## config.mk

```make
export PLATFORM = sky130hd
export DESIGN_NAME = rpfh_vertex_mem
export DESIGN_NICKNAME = d
export VERILOG_FILES = /design/src/rtl/core/rpfh_pkg.sv /design/src/rtl/core/rpfh_vertex_mem.sv
export SDC_FILE = /design/constraint.sdc
export NUM_CORES = 2
export LEC_CHECK = 0
export CELL_PAD_IN_SITES_DETAIL_PLACEMENT = 1
export CELL_PAD_IN_SITES_GLOBAL_PLACEMENT = 2
export CORE_UTILIZATION = 30
export CTS_CLUSTER_DIAMETER = 200
export DETAILED_ROUTE_END_ITERATION = 16
export DONT_BUFFER_PORTS = 1
export MAX_ROUTING_LAYER = met4
export PLACE_DENSITY = 0.49
export SLEW_MARGIN = 20
export SYNTH_ARGS = -nofsm -noshare
export SYNTH_HDL_FRONTEND = slang
export SYNTH_MEMORY_MAX_BITS = 65536
export SYNTH_SLANG_ARGS = --single-unit
```

## constraint.sdc

```tcl
create_clock -name clk_i -period 5.05 [get_ports clk_i]
set_input_delay 1.01 -clock clk_i [delete_from_list [all_inputs] [get_ports clk_i]]
set_output_delay 1.01 -clock clk_i [all_outputs]
set_load 0.01 [all_outputs]
```

## src/rtl/core/rpfh_pkg.sv

```systemverilog
`timescale 1ns / 1ps
// ----------------------------------------------------------------------------
// rpfh_pkg
// Shared constants and types of the ray to polygon first-hit core.
// ----------------------------------------------------------------------------
package rpfh_pkg;

  localparam int MAX_POINTS = 128;
  localparam int ADDR_W     = $clog2(MAX_POINTS);
  localparam int CNT_W      = $clog2(MAX_POINTS + 1);

  localparam int PC_W       = 8;
  localparam int IDX_W      = 7;
  localparam int COORD_W    = 18;
  localparam int DIFF_W     = COORD_W + 1;
  localparam int PA_W       = COORD_W + DIFF_W;
  localparam int PB_W       = 2 * DIFF_W;
  localparam int DEN_W      = PA_W + 1;
  localparam int TN_W       = PB_W + 1;
  localparam int SN_W       = PA_W + 1;
  localparam int DEN_MAG_W  = DEN_W - 1;
  localparam int TN_MAG_W   = TN_W - 1;

  localparam int FRAC_W     = 16;
  localparam int DIST_W     = 24;
  localparam int SAT_SHIFT  = DIST_W - FRAC_W;
  localparam int SAT_W      = DEN_MAG_W + SAT_SHIFT;
  localparam int QCNT_W     = $clog2(DIST_W + 1);

  localparam logic [DIST_W-1:0] DIST_MAX = '1;

  localparam logic KIND_LOAD  = 1'b0;
  localparam logic KIND_QUERY = 1'b1;

  typedef struct packed {
    logic signed [COORD_W-1:0] x;
    logic signed [COORD_W-1:0] y;
  } vertex_t;

  typedef struct packed {
    logic [DEN_MAG_W-1:0] den;
    logic [TN_MAG_W-1:0]  tn;
    logic                 sat;
  } cand_t;

  typedef enum logic [1:0] {
    ST_IDLE = 2'b01,
    ST_WALK = 2'b10
  } state_e;

endpackage

```

## src/rtl/core/rpfh_vertex_mem.sv

```systemverilog
`timescale 1ns / 1ps
// ----------------------------------------------------------------------------
// rpfh_vertex_mem
// Vertex store: one write port, one read port, registered read data.
// ----------------------------------------------------------------------------
module rpfh_vertex_mem (
  input  logic                         clk_i,
  input  logic                         we_i,
  input  logic [rpfh_pkg::ADDR_W-1:0]  waddr_i,
  input  rpfh_pkg::vertex_t            wdata_i,
  input  logic                         re_i,
  input  logic [rpfh_pkg::ADDR_W-1:0]  raddr_i,
  output rpfh_pkg::vertex_t            rdata_o
);

  rpfh_pkg::vertex_t mem_q [rpfh_pkg::MAX_POINTS];
  rpfh_pkg::vertex_t rdata_q;

  always_ff @(posedge clk_i) begin
    if (we_i) begin
      mem_q[waddr_i] <= wdata_i;
    end
  end

  always_ff @(posedge clk_i) begin
    if (re_i) begin
      rdata_q <= mem_q[raddr_i];
    end
  end

  assign rdata_o = rdata_q;

endmodule

```

==> results.json <==
{
  "outcome": "completed",
  "rsz0062_at_grt": "no",
  "final_hold_viol_count": 0,
  "slew_violations": 0,
  "power.density_nw_per_um2": 401,
  "crit_fanout": 132,
  "syn_area_um2": 176000,
  "ir_drop_uv": 334,
  "setup_ws_ns": 0.464,
  "drc": 0,
  "gp_congestion": 0.741,
  "dr.pass1.iters": 5,
  "first_global_vias": 84400,
  "p_leak_nw": 61.5,
  "post_cts_resize_count": 0,
  "drt-wirelength-per-cell_um": 37.7,
  "cts_setup_buffers": 0,
  "drt_iter0_drc": 11100,
  "grtUsageMet1_pct": 27.9,
  "clock_path_buffers": 4,
  "via_per_inst": 5.25,
  "startpoint": "raddr_i[2]",
  "place_area_um2": 189000,
  "die_h_um": 768,
  "startpoint_type": "input port",
  "cts_buffers": 529,
  "crit_type": "in -> reg",
  "finClkSkew_ns": 0.0486,
  "clk_latency_ns": 1.06,
  "grt_first_pass_wirelength_um": 776000,
  "setup_violations": 0,
  "final_nets": 7245,
  "r2r_end": "rdata_o[15]",
  "grt-ovfl-total": 0,
  "arrival_ns": 5.38,
  "io_pins": 89,
  "synth.net_count": 6768,
  "syn-instance-count": 6715,
  "layout-drive-gt1-share_pct": 34.7,
  "slew_headroom_pct": 9.60,
  "met3_usage_pct": 3.74,
  "top_usage_layer": "met2",
  "drv_cap": 0,
  "cts_tree": "done",
  "yosys_warnings": 0,
  "seq_area_um2": 139000,
  "yosysTopAreaCellShare_pct": 79.2,
  "antenna_found_initial": 91,
  "grt_max_degree": 289,
  "worstHoldPathType": "in -> reg",
  "finalCritPeriodShare_pct": 90.8,
  "fin_area_um2": 206000,
  "cts_root_buffer": "clkbuf_16",
  "via_count": 81100,
  "portBuffers": 0,
  "ant_nets": 0,
  "fillerInstances": 55400,
  "rrSetupSlack_ns": 2.11,
  "totalNegativeSetupSlack_ns": 0,
  "r2r_cells": 4,
  "track_usage_pct": 20.0,
  "grtUsageMet2_pct": 31.1,
  "synth-seq-area-share_pct": 79.2,
  "core_um2": 585000,
  "multi_input_area_um2": 36100,
  "clk_pin_slew_ns": 0.06,
  "h-tree-depth": 6,
  "die_w_um": 768,
  "place_hpwl_um": 299000,
  "synth_top_area_cell": "edfxtp_1",
  "ys_ff_latch": 4644,
  "required_ns": 5.84,
  "synth_area_leaders": "edfxtp_1 (79%), mux4_2 (19%), clkbuf_1 (0.44%)",
  "num_rows": 281,
  "syn_avg_cell_area_um2": 26.2,
  "dp_slack_ns": -0.793,
  "area_growth_syn_to_layout_pct": 16.8,
  "fmax_mhz": 218,
  "endpoint": "rdata_o[30]",
  "ys_types": 15,
  "crit_path_end_kind": "register",
  "worstReg2RegStart": "mem_q[22][15]",
  "timing.final.crit_period_ns": 4.59,
  "cts.sinks": 4644,
  "tightestPinTransition_ns": 1.36,
  "routed_wl_um": 583000,
  "start_util_pct": 30.1,
  "die-area_um2": 590000
}
final cells by class:
class                           count  share of cell area (%)
Multi-Input combinational cell   1718                    17.6
Sequential cell                  4644                    67.8
Clock inverter                    245                   0.876
Tap cell                         7782                    4.74
Antenna cell                       78                  0.0949
Timing Repair Buffer              299                    1.99
Clock buffer                      690                    6.91
worst max-delay path, cell delays in order:
cell and delay, ns:
buf_16 0.46, buf_16 0.66, buf_16 0.38, buf_16 0.40, mux4_2 0.41, mux4_2 0.52
mux4_2 0.55, buf_12 0.15, mux2_2 0.26
timing repair:
item,4_1_cts,5_1_grt
hold buffers,19,1
hold endpoints to repair,121,4
endpoints found under the setup margin,0,0
registers in the layout, summed over array words and instances, names as in the netlist:
name	count
rdata_o	36
mem_q	4608
cells in the mapped netlist (all sizes together):
cell type	number
clkbuf	206
edfxtp	4644
nor2	122
mux4	1512
buf	147
mux2	36
or3	1
nor2b	7
nand2	14
nand2b	2
nor3	9
nand3	12
nand4	3
per-layer routing:
layer	vias to the layer above	wire length, um
li1	30800	-
met1	46600	254000
met2	2986	274000
met3	638	44100
met4	0	10800
met5	-	0
power breakdown:
part / switching, W / internal, W
Clock: 0.0157 / 0.0205
Sequential: 0.000216 / 0.0426
Combinational: 0.00191 / 0.00157
Total: 0.0178 / 0.0647
cells by family (layout without fill, tap and decap cells):
logic type | after synthesis | after routing | share of synthesized area [%]
simple gates | 170 | 170 | 0.396
mux | 1548 | 1548 | 19.6
buf+inv | 353 | 1234 | 0.816
other cells | 0 | 78 | 0
flops | 4644 | 4644 | 79.2
worst min-delay path by stage:
| stage | start | to | slack, ns | cells after the start |
|---|---|---|---|---|
| 6_report | wdata_i[23] | mem_q[0][23] | 0.06 | 0 |
| 3_3_place_gp | wdata_i[13] | mem_q[47][13] | 1.12 | 0 |
| 5_1_grt | wdata_i[31] | mem_q[125][31] | 0.005 | 0 |
| 4_1_cts | wdata_i[9] | mem_q[22][9] | 0.002 | 0 |
| 2_1_floorplan | wdata_i[0] | mem_q[0][0] | 1.11 | 0 |
| 3_5_place_dp | wdata_i[13] | mem_q[42][13] | 1.12 | 0 |
placed cells by master, fill, tap and decap left out, drive strengths merged:
cell and count:
clkbuf 690, nor2b 7, clkinvlp 5, nor2 122, diode 78, nand3 12
or3 1, dlygate4sd3 16, mux4 1512, nand2b 2, inv 27, buf 283
nand4 3, edfxtp 4644, mux2 36, nor3 9, clkinv 200, bufinv 13
nand2 14
stage by stage:
step	cells	hold slack, ns	power [W]	util [%]
floorplan	6715	1.11	0.0455	-
global placement	14400	1.12	0.0470	32.3
detailed placement	14400	1.12	0.0471	32.3
CTS	15400	0.00155	0.0834	35.1
global route	15400	0.00524	0.0848	35.1
finish	15500	0.0624	0.0825	35.1
No activity file was read; power rests on OpenSTA's default activity.
