<file path="config.mk">
export PLATFORM = sky130hd
export DESIGN_NAME = rpfh_divider
export DESIGN_NICKNAME = d
export VERILOG_FILES = /design/src/rtl/core/rpfh_pkg.sv /design/src/rtl/core/rpfh_divider.sv
export SDC_FILE = /design/constraint.sdc
export NUM_CORES = 1
export LEC_CHECK = 0
export CORE_MARGIN = 2
export CORE_UTILIZATION = 50
export DETAILED_ROUTE_END_ITERATION = 8
export DONT_BUFFER_PORTS = 1
export PLACE_DENSITY = 0.66
export SLEW_MARGIN = 10
export SYNTH_ARGS = -nofsm -noshare
export SYNTH_HDL_FRONTEND = slang
export SYNTH_SLANG_ARGS = --single-unit
</file>
<file path="constraint.sdc">
create_clock -name clk_i -period 3.45 [get_ports clk_i]
set_input_delay 0.5175 -clock clk_i [delete_from_list [all_inputs] [get_ports clk_i]]
set_output_delay 0.5175 -clock clk_i [all_outputs]
set_load 0.02 [all_outputs]
</file>
<file path="src/rtl/core/rpfh_pkg.sv">
`timescale 1ns / 1ps
// ----------------------------------------------------------------------------
// rpfh_pkg
// Shared constants and types of the ray to polygon first-hit core.
// ----------------------------------------------------------------------------
package rpfh_pkg;

  localparam int MAX_POINTS = 128;
  localparam int ADDR_W     = $clog2(MAX_POINTS);
  localparam int CNT_W      = $clog2(MAX_POINTS + 1);

  localparam int PC_W       = 8;
  localparam int IDX_W      = 7;
  localparam int COORD_W    = 18;
  localparam int DIFF_W     = COORD_W + 1;
  localparam int PA_W       = COORD_W + DIFF_W;
  localparam int PB_W       = 2 * DIFF_W;
  localparam int DEN_W      = PA_W + 1;
  localparam int TN_W       = PB_W + 1;
  localparam int SN_W       = PA_W + 1;
  localparam int DEN_MAG_W  = DEN_W - 1;
  localparam int TN_MAG_W   = TN_W - 1;

  localparam int FRAC_W     = 16;
  localparam int DIST_W     = 24;
  localparam int SAT_SHIFT  = DIST_W - FRAC_W;
  localparam int SAT_W      = DEN_MAG_W + SAT_SHIFT;
  localparam int QCNT_W     = $clog2(DIST_W + 1);

  localparam logic [DIST_W-1:0] DIST_MAX = '1;

  localparam logic KIND_LOAD  = 1'b0;
  localparam logic KIND_QUERY = 1'b1;

  typedef struct packed {
    logic signed [COORD_W-1:0] x;
    logic signed [COORD_W-1:0] y;
  } vertex_t;

  typedef struct packed {
    logic [DEN_MAG_W-1:0] den;
    logic [TN_MAG_W-1:0]  tn;
    logic                 sat;
  } cand_t;

  typedef enum logic [1:0] {
    ST_IDLE = 2'b01,
    ST_WALK = 2'b10
  } state_e;

endpackage

</file>
<file path="src/rtl/core/rpfh_divider.sv">
`timescale 1ns / 1ps
// ----------------------------------------------------------------------------
// rpfh_divider
// Restoring divider, one quotient bit per cycle, saturating Q8.16 quotient.
// ----------------------------------------------------------------------------
module rpfh_divider (
  input  logic                         clk_i,
  input  logic                         rst_ni,
  input  logic                         start_i,
  input  rpfh_pkg::cand_t              cand_i,
  output logic                         busy_o,
  output logic                         done_o,
  output logic [rpfh_pkg::DIST_W-1:0]  quot_o
);

  logic                             busy_q, busy_d;
  logic                             done_q, done_d;
  logic [rpfh_pkg::QCNT_W-1:0]      cnt_q, cnt_d;
  logic [rpfh_pkg::DEN_MAG_W-1:0]   den_q, den_d;
  logic [rpfh_pkg::DEN_MAG_W-1:0]   rem_q, rem_d;
  logic [rpfh_pkg::DIST_W-1:0]      sh_q, sh_d;
  logic [rpfh_pkg::DIST_W-1:0]      acc_q, acc_d;
  logic [rpfh_pkg::DIST_W-1:0]      quot_q, quot_d;
  logic [rpfh_pkg::DEN_MAG_W:0]     trial;
  logic [rpfh_pkg::DEN_MAG_W:0]     diff;
  logic                             ge;

  always_comb begin
    trial = {rem_q, sh_q[rpfh_pkg::DIST_W-1]};
    diff  = trial - {1'b0, den_q};
    ge    = trial >= {1'b0, den_q};
  end

  always_comb begin
    busy_d = busy_q;
    done_d = 1'b0;
    cnt_d  = cnt_q;
    den_d  = den_q;
    rem_d  = rem_q;
    sh_d   = sh_q;
    acc_d  = acc_q;
    quot_d = quot_q;
    if (start_i) begin
      den_d = cand_i.den;
      rem_d = rpfh_pkg::DEN_MAG_W'(cand_i.tn >> rpfh_pkg::SAT_SHIFT);
      sh_d  = {cand_i.tn[rpfh_pkg::SAT_SHIFT-1:0], rpfh_pkg::FRAC_W'(0)};
      acc_d = '0;
      cnt_d = rpfh_pkg::QCNT_W'(rpfh_pkg::DIST_W);
      if (cand_i.sat) begin
        quot_d = rpfh_pkg::DIST_MAX;
        done_d = 1'b1;
      end else begin
        busy_d = 1'b1;
      end
    end else if (busy_q) begin
      rem_d = ge ? diff[rpfh_pkg::DEN_MAG_W-1:0] : trial[rpfh_pkg::DEN_MAG_W-1:0];
      sh_d  = {sh_q[rpfh_pkg::DIST_W-2:0], 1'b0};
      acc_d = {acc_q[rpfh_pkg::DIST_W-2:0], ge};
      cnt_d = cnt_q - rpfh_pkg::QCNT_W'(1);
      if (cnt_q == rpfh_pkg::QCNT_W'(1)) begin
        quot_d = acc_d;
        done_d = 1'b1;
        busy_d = 1'b0;
      end
    end
  end

  always_ff @(posedge clk_i or negedge rst_ni) begin
    if (!rst_ni) begin
      busy_q <= 1'b0;
      done_q <= 1'b0;
      cnt_q  <= '0;
    end else begin
      busy_q <= busy_d;
      done_q <= done_d;
      cnt_q  <= cnt_d;
    end
  end

  always_ff @(posedge clk_i) begin
    den_q  <= den_d;
    rem_q  <= rem_d;
    sh_q   <= sh_d;
    acc_q  <= acc_d;
    quot_q <= quot_d;
  end

  assign busy_o = busy_q;
  assign done_o = done_q;
  assign quot_o = quot_q;

endmodule

</file>
==> qor.txt <==
Status - complete, no violations
Port Buffers - 0
Clock transition at path regs - 0.06 ns
GP Congestion - 0.888
Number of setup violations in the final report - 0
DR WL/cell - 16.5 µm
Dpl ws - 0.191 ns
Netlist Area Pre-Place - 0.00752 mm²
Top_reg_cell synth - edfxtp_1
Syn nets - 837
Largest net degree at the start of global routing - 122
PnR worst setup slack - 0.204 ns
Startpoint types - flip-flop
H-tree depth - 4
Asr flop ratio synth - 5.15%
Fillers - 1,242
Die H - 127 µm
Antenna violations before repair - 0
Gate Count Post-Synth - 718
Busiest grt layer - met2
Grt total ovfl - 0
Met2 usage - 32.3%
Worst r2r src - den_q[0]$_DFFE_PP_
Max Slew Vio Count - 0
Max Freq - 308 MHz
Num CTS Buffers - 17
Hold Crit Class - primary input to flip-flop
CP Cell Sequence - ha_1 -> fa_1 -> nand2b_1 -> a21oi_2 -> o211a_1 -> o22a_2 -> a21oi_2 -> o311a_2 -> buf_12 -> and3_1 -> a221o_1
Slowest stage cell, crit path - o311a_2
Synthesis warning total - 0
Worst-path maximum fanout - 38
Die W - 127 µm
EDFF count, synth - 99
Worst Setup EP - rem_q[23]$_DFFE_PP_
Tot GR Track Use - 19.8%
Worst Tran Pin Value - 1.06 ns
Worst reg2reg path depth - 11
Std-Cell Rows - 44
Post-CTS setup buffer count - 0
WP data required - 3.62 ns
Setup slack, reg-to-reg - 0.20 ns
Detailed Place HPWL - 10,500 µm
Synth Area per Inst - 10.5 µm²
WP data arrival - 3.41 ns
Relative slew margins - 28.9%
Hold Fails Final Rpt - 0
Final Cycle Share - 94.1%
Worst setup EP type - flip-flop
Commonest non-fill, non-tap cell in the layout - edfxtp_1
Placed cell count - 876
CTS sink count - 136
RSZ-0062 raised after global routing - false
GRT met3 Usage - 4.98%
Die area - 0.0160 mm²
Clk buf depth - 2
Final Net Count - 831
Vias - 5,108
Drt total wl - 15,000 µm
Crit Path Category - flip-flop to flip-flop
CP max stage delay - 0.46 ns
Post-route cell area - 0.00824 mm²
#FFs+latches synth - 136
Setup TNS - 0 ns
CTS tree - yes
Met1 Usage GRT - 25.7%
Layout cells sized above 1 - 14.1%
VDD IR max - 0.421 mV
Final worst path period need - 3.25 ns
Vias per std cell - 5.62
CP Launch Point - den_q[0]$_DFFE_PP_
Initial Util - 51.5%
Max cap viols - 0
Pwr dens - 896 mW/mm²
Hold_buf cts - 1
FF-to-FF End - rem_q[23]$_DFFE_PP_
Placed Instance Area - 0.00764 mm²
Number of global-route vias before repair - 5,081
Diodes inserted - 0
Area Overhead vs Synth - 9.64%
Initial DRC count - 337
First-pass GRT wire length - 25,000 µm
Most frequent cells in the layout - edfxtp_1 (99), nand2_1 (65), nor2_1 (58), inv_1 (55), a21oi_1 (55)
Synth cell types - 60
Post-synthesis sequential area ratio - 49.9%
Core area - 0.0146 mm²
Remaining antenna violation count - 0
First-pass DRT Iterations - 5
Post-CTS sizing - 0
Skew-Pair Late Insertion Delay - 0.42 ns
Non-Filler Instances - 909
Clock Skew - 0.00618 ns
DRC viols - 0
Cell mode on critical path - a21oi_2
# IOs - 105
LEAKAGE - 0.00356 µW
Root Driver - clkbuf_16
[final cells by class]
cell class	count	area, µm²	area share (%)
well taps	184	230	2.79
clock buffers	19	454	5.51
clock inverters	13	138	1.67
flip-flops and latches	136	3750	45.5
repair buffers	8	87.6	1.06
multi-input cells	493	3370	40.9
inverters	56	210	2.55
[routing by layer]
layer	wire, µm	vias to the layer above
li1	-	2571
met1	6820	2380
met2	7310	137
met3	704	20
met4	214	0
met5	0	-
[sequential cells by signal, indices dropped and copies added, names as in the netlist]
signal / flops
busy_o: 1
done_o: 1
quot_o: 24
acc_q: 23
cnt_q: 5
rem_q: 37
den_q: 37
sh_q: 8
[metrics by stage]
| step | hold WS (ns) | util [%] | power, µW |
|---|---|---|---|
| final | 0.186 | 56.5 | 7390 |
| after global routing | 0.166 | 56.5 | 7940 |
| after CTS | 0.158 | 56.5 | 7420 |
| after detailed placement | 0.222 | 52.4 | 5560 |
| after global placement | 0.222 | 52.4 | 5490 |
| after floorplan | 0.222 | - | 5000 |
[how the worst min path moves through the flow]
stage               startpoint                      to  slack (ns)  depth (start not counted)
floorplan               rst_ni      busy_o$_DFFE_PN0P_        0.22                          0
CTS                    start_i  rem_q[30]$_SDFFE_PP0P_        0.16                          1
global route        cand_i[55]     den_q[16]$_DFFE_PP_        0.17                          0
finish               cand_i[0]      busy_o$_DFFE_PN0P_        0.19                          1
global placement        rst_ni        done_o$_DFF_PN0_        0.22                          0
detailed placement      rst_ni        done_o$_DFF_PN0_        0.22                          0
[synthesized netlist by cell type (9+ instances only)]
master	instances	area, µm²
ha_1	39	488
clkbuf_1	18	67.6
xor2_1	21	184
mux2_2	23	259
a21oi_1	55	275
inv_1	55	206
nor3_1	12	60.1
o21ai_0	18	90.1
o21ai_1	24	120
edfxtp_1	99	2970
mux2i_1	23	230
nor2_1	58	218
a211oi_1	10	75.1
and3_1	9	56.3
or2_2	23	144
a21o_1	11	82.6
xnor2_1	15	131
dfxtp_1	30	601
nand2_1	65	244
[report_power, final]
part	leakage [µW]	switching, µW	internal, µW
Clock	0.000292	715	1110
Sequential	0.00131	203	2140
Combinational	0.00195	1860	1360
Total	0.00356	2780	4610
[worst max-delay path: cells and delay by family (launching register included)]
| family | cells | cell delay, ns |
|---|---|---|
| compound gates | 6 | 1.42 |
| fa+ha+maj | 2 | 0.63 |
| buf+inv | 1 | 0.19 |
| flops | 1 | 0.37 |
| simple gates | 2 | 0.38 |
[logic make-up after synthesis]
logic type / after synthesis / synth area share [%]
AOI/OAI and AO/OA: 178 / 15.6
xor gates and xnor gates: 36 / 4.19
adders and majority gates: 40 / 6.76
buffers and inverters: 89 / 5.34
DFF: 136 / 49.9
muxes: 46 / 6.51
and+or+nand+nor: 193 / 11.8
(Power assumes the default switching activity.)
